File: src/rtl/mtlb_pkg.sv
`default_nettype none

package mtlb_pkg;

    localparam int TLB_DEPTH_DEFAULT = 16;

    localparam int WORD_W  = 32;
    localparam int DIV_W   = 17;
    localparam int OFF_W   = 16;
    localparam int IDX2_W  = 10;
    localparam int TBL_W   = 16;
    localparam int CFG_IDX_W = 3;

    localparam logic [1:0] CMD_TRANSLATE = 2'd0;
    localparam logic [1:0] CMD_FILL      = 2'd1;
    localparam logic [1:0] CMD_FLUSH     = 2'd2;

    localparam logic [1:0] ST_TRANSLATED = 2'd0;
    localparam logic [1:0] ST_MISS       = 2'd1;
    localparam logic [1:0] ST_FAULT      = 2'd2;
    localparam logic [1:0] ST_FLUSHED    = 2'd3;

    localparam logic [CFG_IDX_W-1:0] CFG_PAGE_SIZE    = 3'd0;
    localparam logic [CFG_IDX_W-1:0] CFG_ENTRIES      = 3'd1;
    localparam logic [CFG_IDX_W-1:0] CFG_CAPACITY     = 3'd2;
    localparam logic [CFG_IDX_W-1:0] CFG_REPL_MODE    = 3'd3;
    localparam logic [CFG_IDX_W-1:0] CFG_PROCESS_SIZE = 3'd4;
    localparam logic [CFG_IDX_W-1:0] CFG_FIRST_TABLE  = 3'd5;

    localparam logic MODE_FIFO          = 1'b0;
    localparam logic MODE_LEAST_REFD    = 1'b1;

    localparam logic [WORD_W-1:0] REFS_MAX = '1;

    typedef struct packed {
        logic [WORD_W-1:0] page;
        logic [WORD_W-1:0] frame;
        logic [WORD_W-1:0] refs;
    } entry_t;

    typedef struct packed {
        logic              start;
        logic [WORD_W-1:0] num;
        logic [DIV_W-1:0]  den;
    } div_req_t;

    typedef struct packed {
        logic              done;
        logic [WORD_W-1:0] quo;
        logic [DIV_W-1:0]  rem;
    } div_rsp_t;

endpackage

`default_nettype wire

File: src/rtl/mtlb_div.sv
`default_nettype none

module mtlb_div (
    input  wire logic             aclk,
    input  wire logic             aresetn,
    input  wire mtlb_pkg::div_req_t req,
    output mtlb_pkg::div_rsp_t    rsp
);

    logic [mtlb_pkg::WORD_W-1:0] quo_reg, quo_next;
    logic [mtlb_pkg::DIV_W-1:0]  rem_reg, rem_next;
    logic [mtlb_pkg::DIV_W-1:0]  den_reg, den_next;
    logic [5:0]                  cnt_reg, cnt_next;
    logic                        busy_reg, busy_next;
    logic                        done_reg, done_next;
    logic [mtlb_pkg::DIV_W:0]    trial;

    always_comb begin
        quo_next  = quo_reg;
        rem_next  = rem_reg;
        den_next  = den_reg;
        cnt_next  = cnt_reg;
        busy_next = busy_reg;
        done_next = 1'b0;
        trial     = {rem_reg, quo_reg[mtlb_pkg::WORD_W-1]};
        if (req.start) begin
            quo_next  = req.num;
            rem_next  = '0;
            den_next  = req.den;
            cnt_next  = 6'(mtlb_pkg::WORD_W);
            busy_next = 1'b1;
        end else if (busy_reg) begin
            if (trial >= {1'b0, den_reg}) begin
                rem_next = mtlb_pkg::DIV_W'(trial - {1'b0, den_reg});
                quo_next = {quo_reg[mtlb_pkg::WORD_W-2:0], 1'b1};
            end else begin
                rem_next = trial[mtlb_pkg::DIV_W-1:0];
                quo_next = {quo_reg[mtlb_pkg::WORD_W-2:0], 1'b0};
            end
            cnt_next = cnt_reg - 6'd1;
            if (cnt_reg == 6'd1) begin
                busy_next = 1'b0;
                done_next = 1'b1;
            end
        end
    end

    always_ff @(posedge aclk) begin
        quo_reg <= quo_next;
        rem_reg <= rem_next;
        den_reg <= den_next;
        cnt_reg <= cnt_next;
        if (!aresetn) begin
            busy_reg <= 1'b0;
            done_reg <= 1'b0;
        end else begin
            busy_reg <= busy_next;
            done_reg <= done_next;
        end
    end

    assign rsp.done = done_reg;
    assign rsp.quo  = quo_reg;
    assign rsp.rem  = rem_reg;

endmodule

`default_nettype wire

File: src/rtl/mmu_tlb_translate.sv
// MMU front end with a TLB for two-level paging. One transfer on the s_ channel yields one
// transfer on the m_ channel, except command 3, which is taken and ignored. Items are handled
// one at a time. The page number and both table indexes of a translate come from a shared
// divider that retires one quotient bit per cycle, and the TLB entries sit in a
// single-port-read memory that the search walks one entry at a time, through a read state
// and a check state. A fill runs the retag sweep over every entry, the eviction check, the
// drop of the evicted head, the append, the index division and the handoff; in
// least-referenced mode the eviction first runs up to (n-1) bubble passes for n entries.
// The TLB memory needs no clearing after reset.
`default_nettype none

module mmu_tlb_translate #(
    parameter int TLB_DEPTH = mtlb_pkg::TLB_DEPTH_DEFAULT
) (
    input  wire logic                              aclk,
    input  wire logic                              aresetn,
    input  wire logic                              s_valid,
    output logic                                   s_ready,
    input  wire logic [1:0]                        s_command,
    input  wire logic [mtlb_pkg::WORD_W-1:0]       s_logical_address,
    input  wire logic [mtlb_pkg::WORD_W-1:0]       s_walk_frame,
    output logic                                   m_valid,
    input  wire logic                              m_ready,
    output logic [1:0]                             m_status,
    output logic [mtlb_pkg::WORD_W-1:0]            m_page_number,
    output logic [mtlb_pkg::WORD_W-1:0]            m_frame,
    output logic [mtlb_pkg::OFF_W-1:0]             m_page_offset,
    output logic [mtlb_pkg::WORD_W-1:0]            m_first_level_index,
    output logic [mtlb_pkg::IDX2_W-1:0]            m_second_level_index,
    output logic [mtlb_pkg::TBL_W-1:0]             m_table_base,
    input  wire logic                              cfg_we,
    input  wire logic [mtlb_pkg::CFG_IDX_W-1:0]    cfg_index,
    input  wire logic [mtlb_pkg::WORD_W-1:0]       cfg_wdata
);

    localparam int IW   = (TLB_DEPTH > 1) ? $clog2(TLB_DEPTH) : 1;
    localparam int CW   = $clog2(TLB_DEPTH + 1);
    localparam int CAPW = 7;

    typedef enum logic [16:0] {
        S_IDLE       = 17'h00001,
        S_DIV_PAGE   = 17'h00002,
        S_DIV_IDX    = 17'h00004,
        S_SRCH_RD    = 17'h00008,
        S_SRCH_CHK   = 17'h00010,
        S_FILL_RD    = 17'h00020,
        S_FILL_CHK   = 17'h00040,
        S_EVICT      = 17'h00080,
        S_SORT_START = 17'h00100,
        S_SORT_LD    = 17'h00200,
        S_SORT_RD    = 17'h00400,
        S_SORT_CHK   = 17'h00800,
        S_SORT_END   = 17'h01000,
        S_SHIFT_RD   = 17'h02000,
        S_SHIFT_CHK  = 17'h04000,
        S_APPEND     = 17'h08000,
        S_FIN        = 17'h10000
    } state_t;

    state_t state_reg, state_next;

    logic [16:0]                    cfg_page_size_reg;
    logic [10:0]                    cfg_entries_reg;
    logic [4:0]                     cfg_capacity_reg;
    logic                           cfg_mode_reg;
    logic [mtlb_pkg::WORD_W-1:0]    cfg_process_size_reg;
    logic [mtlb_pkg::TBL_W-1:0]     cfg_first_table_reg;

    mtlb_pkg::entry_t               mem [TLB_DEPTH];
    mtlb_pkg::entry_t               rdata;
    mtlb_pkg::entry_t               wr_entry;
    logic [IW-1:0]                  rd_idx;
    logic [IW-1:0]                  wr_idx;
    logic                           mem_we;

    mtlb_pkg::div_req_t             div_req;
    mtlb_pkg::div_rsp_t             div_rsp;

    logic [1:0]                     cmd_reg, cmd_next;
    logic [mtlb_pkg::WORD_W-1:0]    wframe_reg, wframe_next;
    logic [mtlb_pkg::WORD_W-1:0]    page_reg, page_next;
    logic [mtlb_pkg::OFF_W-1:0]     off_reg, off_next;
    logic [mtlb_pkg::WORD_W-1:0]    idx1_reg, idx1_next;
    logic [mtlb_pkg::IDX2_W-1:0]    idx2_reg, idx2_next;
    logic [mtlb_pkg::WORD_W-1:0]    frame_reg, frame_next;
    logic [1:0]                     status_reg, status_next;
    logic [CW-1:0]                  j_reg, j_next;
    logic [CW-1:0]                  pass_reg, pass_next;
    mtlb_pkg::entry_t               carry_reg, carry_next;
    logic [CW-1:0]                  occ_reg, occ_next;
    logic [mtlb_pkg::WORD_W-1:0]    pend_page_reg, pend_page_next;
    logic [mtlb_pkg::OFF_W-1:0]     pend_off_reg, pend_off_next;

    logic                           m_valid_reg, m_valid_next;
    logic [1:0]                     m_status_reg, m_status_next;
    logic [mtlb_pkg::WORD_W-1:0]    m_page_reg, m_page_next;
    logic [mtlb_pkg::WORD_W-1:0]    m_frame_reg, m_frame_next;
    logic [mtlb_pkg::OFF_W-1:0]     m_off_reg, m_off_next;
    logic [mtlb_pkg::WORD_W-1:0]    m_idx1_reg, m_idx1_next;
    logic [mtlb_pkg::IDX2_W-1:0]    m_idx2_reg, m_idx2_next;
    logic [mtlb_pkg::TBL_W-1:0]     m_tbl_reg, m_tbl_next;

    logic [mtlb_pkg::DIV_W-1:0]     ps_eff;
    logic [mtlb_pkg::DIV_W-1:0]     ept_eff;
    logic [CAPW-1:0]                cap_eff;
    logic [CAPW-1:0]                occ_wide;
    logic [CW-1:0]                  j_plus;

    assign ps_eff   = (cfg_page_size_reg == '0) ? mtlb_pkg::DIV_W'(1) : cfg_page_size_reg;
    assign ept_eff  = (cfg_entries_reg == '0) ? mtlb_pkg::DIV_W'(1)
                                              : mtlb_pkg::DIV_W'(cfg_entries_reg);
    assign occ_wide = CAPW'(occ_reg);
    assign j_plus   = j_reg + CW'(1);

    always_comb begin
        if (cfg_capacity_reg == '0) begin
            cap_eff = CAPW'(1);
        end else if (CAPW'(cfg_capacity_reg) > CAPW'(TLB_DEPTH)) begin
            cap_eff = CAPW'(TLB_DEPTH);
        end else begin
            cap_eff = CAPW'(cfg_capacity_reg);
        end
    end

    always_ff @(posedge aclk) begin
        if (!aresetn) begin
            cfg_page_size_reg    <= 17'd64;
            cfg_entries_reg      <= 11'd4;
            cfg_capacity_reg     <= 5'd4;
            cfg_mode_reg         <= mtlb_pkg::MODE_FIFO;
            cfg_process_size_reg <= '0;
            cfg_first_table_reg  <= '0;
        end else if (cfg_we) begin
            case (cfg_index)
                mtlb_pkg::CFG_PAGE_SIZE:    cfg_page_size_reg    <= cfg_wdata[16:0];
                mtlb_pkg::CFG_ENTRIES:      cfg_entries_reg      <= cfg_wdata[10:0];
                mtlb_pkg::CFG_CAPACITY:     cfg_capacity_reg     <= cfg_wdata[4:0];
                mtlb_pkg::CFG_REPL_MODE:    cfg_mode_reg         <= cfg_wdata[0];
                mtlb_pkg::CFG_PROCESS_SIZE: cfg_process_size_reg <= cfg_wdata;
                mtlb_pkg::CFG_FIRST_TABLE:  cfg_first_table_reg  <= cfg_wdata[15:0];
                default: begin
                end
            endcase
        end
    end

    always_ff @(posedge aclk) begin
        if (mem_we) begin
            mem[wr_idx] <= wr_entry;
        end
        rdata <= mem[rd_idx];
    end

    mtlb_div u_div (
        .aclk    (aclk),
        .aresetn (aresetn),
        .req     (div_req),
        .rsp     (div_rsp)
    );

    always_comb begin
        state_next     = state_reg;
        cmd_next       = cmd_reg;
        wframe_next    = wframe_reg;
        page_next      = page_reg;
        off_next       = off_reg;
        idx1_next      = idx1_reg;
        idx2_next      = idx2_reg;
        frame_next     = frame_reg;
        status_next    = status_reg;
        j_next         = j_reg;
        pass_next      = pass_reg;
        carry_next     = carry_reg;
        occ_next       = occ_reg;
        pend_page_next = pend_page_reg;
        pend_off_next  = pend_off_reg;
        m_valid_next   = m_valid_reg && !m_ready;
        m_status_next  = m_status_reg;
        m_page_next    = m_page_reg;
        m_frame_next   = m_frame_reg;
        m_off_next     = m_off_reg;
        m_idx1_next    = m_idx1_reg;
        m_idx2_next    = m_idx2_reg;
        m_tbl_next     = m_tbl_reg;
        mem_we         = 1'b0;
        wr_idx         = j_reg[IW-1:0];
        wr_entry       = rdata;
        rd_idx         = j_reg[IW-1:0];
        div_req.start  = 1'b0;
        div_req.num    = page_reg;
        div_req.den    = ept_eff;

        case (state_reg)
            S_IDLE: begin
                if (s_valid) begin
                    cmd_next = s_command;
                    case (s_command)
                        mtlb_pkg::CMD_TRANSLATE: begin
                            if (s_logical_address >= cfg_process_size_reg) begin
                                status_next = mtlb_pkg::ST_FAULT;
                                page_next   = '0;
                                frame_next  = '0;
                                off_next    = '0;
                                idx1_next   = '0;
                                idx2_next   = '0;
                                state_next  = S_FIN;
                            end else begin
                                div_req.start = 1'b1;
                                div_req.num   = s_logical_address;
                                div_req.den   = ps_eff;
                                state_next    = S_DIV_PAGE;
                            end
                        end
                        mtlb_pkg::CMD_FILL: begin
                            wframe_next = s_walk_frame;
                            j_next      = '0;
                            state_next  = S_FILL_RD;
                        end
                        mtlb_pkg::CMD_FLUSH: begin
                            occ_next    = '0;
                            status_next = mtlb_pkg::ST_FLUSHED;
                            page_next   = '0;
                            frame_next  = '0;
                            off_next    = '0;
                            idx1_next   = '0;
                            idx2_next   = '0;
                            state_next  = S_FIN;
                        end
                        default: begin
                        end
                    endcase
                end
            end
            S_DIV_PAGE: begin
                if (div_rsp.done) begin
                    page_next     = div_rsp.quo;
                    off_next      = div_rsp.rem[mtlb_pkg::OFF_W-1:0];
                    div_req.start = 1'b1;
                    div_req.num   = div_rsp.quo;
                    state_next    = S_DIV_IDX;
                end
            end
            S_DIV_IDX: begin
                if (div_rsp.done) begin
                    idx1_next = div_rsp.quo;
                    idx2_next = div_rsp.rem[mtlb_pkg::IDX2_W-1:0];
                    if (cmd_reg == mtlb_pkg::CMD_FILL) begin
                        status_next = mtlb_pkg::ST_TRANSLATED;
                        state_next  = S_FIN;
                    end else begin
                        j_next     = '0;
                        state_next = S_SRCH_RD;
                    end
                end
            end
            S_SRCH_RD: begin
                if (j_reg == occ_reg) begin
                    pend_page_next = page_reg;
                    pend_off_next  = off_reg;
                    status_next    = mtlb_pkg::ST_MISS;
                    frame_next     = '0;
                    state_next     = S_FIN;
                end else begin
                    state_next = S_SRCH_CHK;
                end
            end
            S_SRCH_CHK: begin
                if (rdata.page == page_reg) begin
                    mem_we = 1'b1;
                    if (rdata.refs != mtlb_pkg::REFS_MAX) begin
                        wr_entry.refs = rdata.refs + mtlb_pkg::WORD_W'(1);
                    end
                    frame_next  = rdata.frame;
                    status_next = mtlb_pkg::ST_TRANSLATED;
                    state_next  = S_FIN;
                end else begin
                    j_next     = j_plus;
                    state_next = S_SRCH_RD;
                end
            end
            S_FILL_RD: begin
                state_next = (j_reg == occ_reg) ? S_EVICT : S_FILL_CHK;
            end
            S_FILL_CHK: begin
                if (rdata.frame == wframe_reg && rdata.page != pend_page_reg) begin
                    mem_we        = 1'b1;
                    wr_entry.page = pend_page_reg;
                    wr_entry.refs = mtlb_pkg::WORD_W'(1);
                end
                j_next     = j_plus;
                state_next = S_FILL_RD;
            end
            S_EVICT: begin
                if (occ_wide >= cap_eff) begin
                    if (cfg_mode_reg == mtlb_pkg::MODE_LEAST_REFD && occ_reg > CW'(1)) begin
                        pass_next  = CW'(1);
                        j_next     = '0;
                        state_next = S_SORT_START;
                    end else begin
                        j_next     = CW'(1);
                        state_next = S_SHIFT_RD;
                    end
                end else begin
                    state_next = S_APPEND;
                end
            end
            S_SORT_START: begin
                state_next = S_SORT_LD;
            end
            S_SORT_LD: begin
                carry_next = rdata;
                j_next     = CW'(1);
                state_next = S_SORT_RD;
            end
            S_SORT_RD: begin
                state_next = S_SORT_CHK;
            end
            S_SORT_CHK: begin
                mem_we = 1'b1;
                wr_idx = IW'(j_reg - CW'(1));
                if (carry_reg.refs > rdata.refs) begin
                    wr_entry = rdata;
                end else begin
                    wr_entry   = carry_reg;
                    carry_next = rdata;
                end
                j_next     = j_plus;
                state_next = (j_plus == occ_reg) ? S_SORT_END : S_SORT_RD;
            end
            S_SORT_END: begin
                mem_we   = 1'b1;
                wr_idx   = IW'(occ_reg - CW'(1));
                wr_entry = carry_reg;
                if (pass_reg == occ_reg - CW'(1)) begin
                    j_next     = CW'(1);
                    state_next = S_SHIFT_RD;
                end else begin
                    pass_next  = pass_reg + CW'(1);
                    j_next     = '0;
                    state_next = S_SORT_START;
                end
            end
            S_SHIFT_RD: begin
                if (j_reg >= occ_reg) begin
                    occ_next   = occ_reg - CW'(1);
                    state_next = S_APPEND;
                end else begin
                    state_next = S_SHIFT_CHK;
                end
            end
            S_SHIFT_CHK: begin
                mem_we     = 1'b1;
                wr_idx     = IW'(j_reg - CW'(1));
                wr_entry   = rdata;
                j_next     = j_plus;
                state_next = S_SHIFT_RD;
            end
            S_APPEND: begin
                if (occ_wide < CAPW'(TLB_DEPTH)) begin
                    mem_we         = 1'b1;
                    wr_idx         = occ_reg[IW-1:0];
                    wr_entry.page  = pend_page_reg;
                    wr_entry.frame = wframe_reg;
                    wr_entry.refs  = mtlb_pkg::WORD_W'(1);
                    occ_next       = occ_reg + CW'(1);
                end
                page_next     = pend_page_reg;
                off_next      = pend_off_reg;
                frame_next    = wframe_reg;
                div_req.start = 1'b1;
                div_req.num   = pend_page_reg;
                state_next    = S_DIV_IDX;
            end
            S_FIN: begin
                if (!m_valid_reg || m_ready) begin
                    m_valid_next  = 1'b1;
                    m_status_next = status_reg;
                    m_page_next   = page_reg;
                    m_frame_next  = frame_reg;
                    m_off_next    = off_reg;
                    m_idx1_next   = idx1_reg;
                    m_idx2_next   = idx2_reg;
                    m_tbl_next    = cfg_first_table_reg;
                    state_next    = S_IDLE;
                end
            end
            default: begin
                state_next = S_IDLE;
            end
        endcase
    end

    always_ff @(posedge aclk) begin
        cmd_reg      <= cmd_next;
        wframe_reg   <= wframe_next;
        page_reg     <= page_next;
        off_reg      <= off_next;
        idx1_reg     <= idx1_next;
        idx2_reg     <= idx2_next;
        frame_reg    <= frame_next;
        status_reg   <= status_next;
        j_reg        <= j_next;
        pass_reg     <= pass_next;
        carry_reg    <= carry_next;
        m_status_reg <= m_status_next;
        m_page_reg   <= m_page_next;
        m_frame_reg  <= m_frame_next;
        m_off_reg    <= m_off_next;
        m_idx1_reg   <= m_idx1_next;
        m_idx2_reg   <= m_idx2_next;
        m_tbl_reg    <= m_tbl_next;
        if (!aresetn) begin
            state_reg     <= S_IDLE;
            occ_reg       <= '0;
            pend_page_reg <= '0;
            pend_off_reg  <= '0;
            m_valid_reg   <= 1'b0;
        end else begin
            state_reg     <= state_next;
            occ_reg       <= occ_next;
            pend_page_reg <= pend_page_next;
            pend_off_reg  <= pend_off_next;
            m_valid_reg   <= m_valid_next;
        end
    end

    assign s_ready              = (state_reg == S_IDLE);
    assign m_valid              = m_valid_reg;
    assign m_status             = m_status_reg;
    assign m_page_number        = m_page_reg;
    assign m_frame              = m_frame_reg;
    assign m_page_offset        = m_off_reg;
    assign m_first_level_index  = m_idx1_reg;
    assign m_second_level_index = m_idx2_reg;
    assign m_table_base         = m_tbl_reg;

    // The TLB never holds more entries than the memory has rows.
    a_occ_bound: assert property (@(posedge aclk) disable iff (!aresetn)
        occ_wide <= CAPW'(TLB_DEPTH))
        else $error("TLB occupancy beyond depth");

    a_flush_empties: assert property (@(posedge aclk) disable iff (!aresetn)
        (s_valid && s_ready && s_command == mtlb_pkg::CMD_FLUSH) |=> (occ_reg == '0))
        else $error("flush did not empty the TLB");

    a_occ_step: assert property (@(posedge aclk) disable iff (!aresetn)
        !(s_valid && s_ready && s_command == mtlb_pkg::CMD_FLUSH) |=>
            (occ_reg == $past(occ_reg) || occ_reg == $past(occ_reg) + CW'(1) ||
             occ_reg == $past(occ_reg) - CW'(1)))
        else $error("TLB occupancy jumped");

    // A result leaves the sequencer only when the output register can take it.
    a_fin_load: assert property (@(posedge aclk) disable iff (!aresetn)
        (state_reg == S_FIN && m_valid_reg && !m_ready) |=> (state_reg == S_FIN))
        else $error("result dropped while output stalled");

endmodule

`default_nettype wire

File: config.mk
export PLATFORM = sky130hd
export DESIGN_NAME = mmu_tlb_translate
export DESIGN_NICKNAME = d
export VERILOG_FILES = /design/src/rtl/mtlb_pkg.sv /design/src/rtl/mtlb_div.sv /design/src/rtl/mmu_tlb_translate.sv
export SDC_FILE = /design/constraint.sdc
export NUM_CORES = 2
export LEC_CHECK = 0
export BUFFER_PORTS_ARGS = -buffer_cell sky130_fd_sc_hd__buf_2
export CORE_ASPECT_RATIO = 2
export CORE_UTILIZATION = 62
export CTS_CLUSTER_SIZE = 16
export DETAILED_ROUTE_END_ITERATION = 6
export PLACE_DENSITY = 0.79
export REMOVE_ABC_BUFFERS = 1
export SKIP_LAST_GASP = 1
export SYNTH_ARGS = -nofsm -noshare
export SYNTH_HDL_FRONTEND = slang
export SYNTH_SLANG_ARGS = --single-unit
File: constraint.sdc
create_clock -name aclk -period 11 [get_ports aclk]
set_input_delay 0.55 -clock aclk [delete_from_list [all_inputs] [get_ports aclk]]
set_output_delay 0.55 -clock aclk [all_outputs]
set_load 0.01 [all_outputs]
# Word level (Yosys, flattened, before mapping)
# Memory sizes are Yosys's and may differ from the RTL's. A register that Yosys moved wholly into a read port is not among the register bits.
# Index checks and enable logic that the tools add are counted.
[totals]
ff_bits = 631
ram_bits = 1536
in_bits = 106
output_inout_bits = 142
elab_cells = 254
mem_count = 1
[op_classes]
addsub = 8
n_lt_le_gt_ge = 8
eq_ne = 54
muxes = 100
bitwise_logic = 2
reduce_logical = 44
[mem_list]
columns = ["name", "depth", "word_bits", "read_ports", "rd_clocked_by_memory_dff", "write_ports", "line_no", "rtl"]
rows = [
  ["mem", 16, 96, 1, 1, 1, "mmu_tlb_translate.sv:69", "mtlb_pkg::entry_t mem [TLB_DEPTH];"],
]
[ops]
columns = ["op", "count"]
rows = [
  ["2-to-1 mux 32 bit", 11],
  ["case mux 17 bit (17 select lines)", 1],
  ["2-to-1 mux 96 bit", 3],
  ["case mux 32 bit (4 select lines)", 2],
  ["2-to-1 mux 17 bit", 12],
  ["case mux 32 bit (3 select lines)", 2],
  ["case mux 96 bit (2 select lines)", 1],
  ["case mux 32 bit (5 select lines)", 1],
  ["2-to-1 mux 50 bit", 3],
  ["case mux 32 bit (2 select lines)", 2],
  ["case mux 33 bit (3 select lines)", 1],
  ["2-to-1 mux 5 bit", 14],
  ["equality test 32 bit", 2],
  ["2-to-1 mux 16 bit", 4],
  ["case mux 17 bit (3 select lines)", 1],
  ["case mux 16 bit (3 select lines)", 1],
  ["case mux 10 bit (2 select lines)", 2],
  ["case mux 5 bit (7 select lines)", 1],
  ["2-to-1 mux 33 bit", 1],
  ["adder 32 x 1 -> 32 bit, second input constant", 1],
  [">= comparator 32 bit", 1],
  ["greater-than comparator 32 bit", 1],
  ["inequality test 32 bit", 1],
  ["inequality test 32 bit, second input constant", 1],
  ["other kinds (78)", 146],
]

# Longest topological paths before layout
[depth]
word_depth = 8
mapped_depth = 14
mapped_depth_nobuf = 12

# By module
# A second synthesis with hierarchy kept.
[hier_totals]
hier_cells = 5160
hier_area_um2 = 90372.9
[by_module_without_submodules]
columns = ["mod", "n_inst", "cells_each", "area_per_inst_um2", "seq_area_each_um2"]
rows = [
  ["mmu_tlb_translate", 1, 4822, 86494.2, 63240.7],
  ["mtlb_div", 1, 338, 3878.7, 1971.9],
]

# Worst setup path before layout
# OpenSTA, ideal clock, no wires.
[synth_path]
path_type = "reg-to-reg"
from = "register rdata[14] (netlist name)"
to = "register carry_reg[0] in the netlist's numbering, enable pin"
setup_time_ns = 0.683
arrival_time_ns = 8.402
required_ns = 10.317
setup_slack_ns = 1.915
stages_incl_launch_ff = 9
path_buffers = 0
period_less_slack_ns = 9.085
path_cell_list = "dfxtp_1 -> inv_1 -> ha_1 -> a21oi_1 -> nand2_1 -> a21o_1 -> o41a_1 -> o21a_1 -> o21ai_0"
[synth_via]
elab_chain_len = 3
[synth_rtl]
columns = ["item", "line_no", "rtl"]
rows = [
  ["greater-than comparator 32 bit", "mmu_tlb_translate.sv:321", "if (carry_reg.refs > rdata.refs) begin"],
  ["inequality test 2 bit (no line)", "--", ""],
  ["AND reduction 2 bit (no line)", "--", ""],
  ["to (signal assigned)", "mmu_tlb_translate.sv:404", "carry_reg <= carry_next;"],
  ["to (decl)", "mmu_tlb_translate.sv:89", "mtlb_pkg::entry_t carry_reg, carry_next;"],
]
# No other way between the ends.
# A chain may end at the register's enable or synchronous reset.

# Worst setup path in the final report
[layout_path]
from = "register wframe_reg[15] in the netlist's numbering"
to = "memory mem[12][68] in the netlist's numbering, enable pin"
[layout_via]
elab_chain_len = 6
[layout_rtl]
columns = ["item", "line_no", "rtl"]
rows = [
  ["from (decl)", "mmu_tlb_translate.sv:80", "logic [mtlb_pkg::WORD_W-1:0] wframe_reg, wframe_next;"],
  ["from (signal assigned)", "mmu_tlb_translate.sv:395", "wframe_reg <= wframe_next;"],
  ["equality test 32 bit", "mmu_tlb_translate.sv:285", "if (rdata.frame == wframe_reg && rdata.page != pend_page_reg) begin"],
  ["logical AND 1 bit", "mmu_tlb_translate.sv:285", ""],
  ["2-to-1 mux 1 bit", "mmu_tlb_translate.sv:285", ""],
  ["case mux 1 bit (4 select lines)", "mmu_tlb_translate.sv:193", "case (state_reg)"],
  ["2-to-1 mux 1 bit", "mmu_tlb_translate.sv:148", "if (mem_we) begin"],
  ["2-to-1 mux 1 bit (not written as such)", "mmu_tlb_translate.sv:149", "mem[wr_idx] <= wr_entry;"],
  ["to (decl)", "mmu_tlb_translate.sv:69", ""],
]
# No other way between the ends.

==> run metrics <==
Post-synth EDFFs=1989; final slew viol count=0; critical path's top delay family=simple AND/OR/NAND/NOR gates; Setup crit start kind=flop; RSZ-0062 raised after global routing=no; Final Util=0.698; critical path arrival=6630 ps; largest cells by area after synthesis=edfxtp_1 (67%), mux4_2 (12%), dfxtp_1 (6.2%); area fraction of the dominant cell type after synthesis=0.670; CTS root buf=clkbuf_16; CTS max path bufs=4; drc violations=0; Vias/cell=6.81; final hold violations=0; Setup Skew=60.3 ps; worst vdd rail ir drop=0.000172 V; syn avg cell area=~18 sq um; Worst EP required=11420 ps; critical path fanouts, max=54; Fmax=161 MHz; worst rel slew slack=0.0292; Setup Fix Bufs, Post-CTS=0; IO Count=248; critical path capture point type=flop; Final #Nets=around 5500; Detailed Place HPWL=143000 microns; initial antenna violation count=15; worst slack, placed=about 5000 ps; core area=143000 sq um; Die W=270 microns; sequence of cells on the critical path=xnor2_1 > nand4_1 > nor4_1 > o211ai_1 > o22ai_2 > buf_4 > nor3_1 > or3_1 > nor2_4 > buf_4 > buf_4; Post-CTS Hold Buffers=47; initial drt markers=6293; Antenna Nets Post-Route=0; outcome=finished, final reports clean; flops & latches, synth=2263; wirelength, routed=~240000 microns; post-synthesis sequential area ratio=0.731; slew of the pin with the lowest slew margin=1440 ps; Clock Latency Late Sink=850 ps; grt ovf=0; cell leakage power=32.8 nW; Min Hold Slack=40.2 ps; post_cts resized=0; vias in the first global route=51347; Distinct cells, synth=between 80 and 90; Async SR Flop Fraction=0; area leader, netlist=edfxtp_1; number of flip-flops in the largest register=1536; Most used DFF post-synth=edfxtp_1; cts bufs inserted=approximately 190; Hold WC Path Type=input port to flop; Rows=~200; Sink Count=2263; first-pass GRT wire length=between 300000 and 400000 microns; Post-synth top cells=edfxtp_1 (1989), mux4_2 (480), nand2_1 (437); crit path kind=flop to flop; CTS tree=done; Die H=538 microns; most frequent cell after synthesis=edfxtp_1; CP dominant cell by count=buf_4; slowest stage delay, CP=1010 ps; # setup viols final=0; period utilization=0.565; slowest cell on the critical path=nor4_1; gr usage total=0.337; post-layout worst setup margin=4790 ps; Cell Area, Synth=89200 sq um; post-synthesis to final-layout area growth=11.7%; largest net degree at the start of global routing=150; cells after synthesis=4991; H-tree Lvls=4; detailed-route via count=50124; Buf+Inv Stages, Crit Path=3; Initial Util=0.625; Die ar.=145000 sq um; buffers added on ports=247; Reg clk slew, reported paths=roughly 70 ps; Power Density=199 nW/um^2; share of cells above drive strength 1=0.214; Pre-antenna DRT Iters=6; TNS Setup=0 ps; Routed wire per std cell=about 33 microns; Synth Warn #=0; Tmin final=6210 ps; max-cap violations=0; global placement routability congestion=between 0.9 and 1
==> worst paths after layout <==
kind	startpoint	endpoint	slack, ps	depth (start not counted)
worst max-delay path	wframe_reg[15]	mem[12][68]	4790	11
worst min-delay path	s_walk_frame[30]	wframe_reg[30]	40	1
worst max register to register	wframe_reg[15]	mem[12][68]	4790	11
worst min register to register	frame_reg[31]	m_frame[31]	420	0
==> layer usage <==
| layer | vias to the layer above | global-route usage | share of wire |
|---|---|---|---|
| li1 | 20535 | - | - |
| met1 | 25344 | 0.370 | 0.31 |
| met2 | 3329 | 0.589 | 0.52 |
| met3 | 906 | 0.0517 | 0.080 |
| met4 | 10 | 0.253 | 0.088 |
| met5 | - | 0 | 0.00025 |
==> kinds of logic (layout without fill, tap and decap cells) <==
family          Yosys count  count (layout)  synth area share
flops                  2263            2263             0.731
simple gates            975             975            0.0520
compound gates          655             655            0.0501
fa+ha+maj               105             105            0.0148
buf+inv                 367             849            0.0160
xor+xnor                130             130            0.0128
other cells               0               4                 0
mux                     496             496             0.123
==> where the power goes <==
| group | leakage [nW] | switching [mW] | internal, mW | total [mW] |
|---|---|---|---|---|
| sequential | 20.2 | 0.386 | 10.1 | 10.5 |
| combinational | 9.49 | 1.57 | 0.860 | 2.43 |
| clock | 3.08 | 3.07 | 3.86 | 6.93 |
| total | 32.8 | 5.03 | 14.8 | 19.8 |
==> final cells by class <==
cell class | count | area [sq um]
Antenna cell | 4 | 10.0
Timing Repair Buffer | 399 | 2540
Tap cell | 1881 | 2350
Clock buffer | 256 | 5340
Multi-Input combinational cell | 2361 | 22800
Sequential cell | 2263 | 65200
Clock inverter | 86 | 962
Fill cell | 8573 | 43100
Inverter | 108 | 408
==> placed cells by master (no fill, tap or decap), types with 35 or more instances in the layout <==
cell type	netlist	final
edfxtp_1	1989	1989
mux4_2	480	480
nand2_1	437	437
dfxtp_1	274	274
buf_2	18	248
a21oi_1	228	226
clkbuf_16	0	195
nor2_1	159	141
a22o_1	116	116
inv_1	107	107
ha_1	104	104
buf_4	4	100
xnor2_1	87	87
nand3_1	56	56
and2_1	55	54
nand4_1	50	50
o21ai_0	51	49
a21o_1	48	48
dlygate4sd3_1	0	47
and3_1	46	45
xor2_1	43	43
nor3_1	40	39
nor4_1	42	39
clkbuf_1	194	38
a22oi_1	35	35
==> per-stage QoR <==
step                cells  instance area, sq um  power (mW)
floorplan            4732                 88100        12.3
global placement     6964                 92800        12.9
detailed placement   6965                 92800        13.0
CTS                  7354                 99600        19.8
global route         7356                 99600        20.3
finish               7358                 99600        19.8
Power figures use the tool's default switching activity.
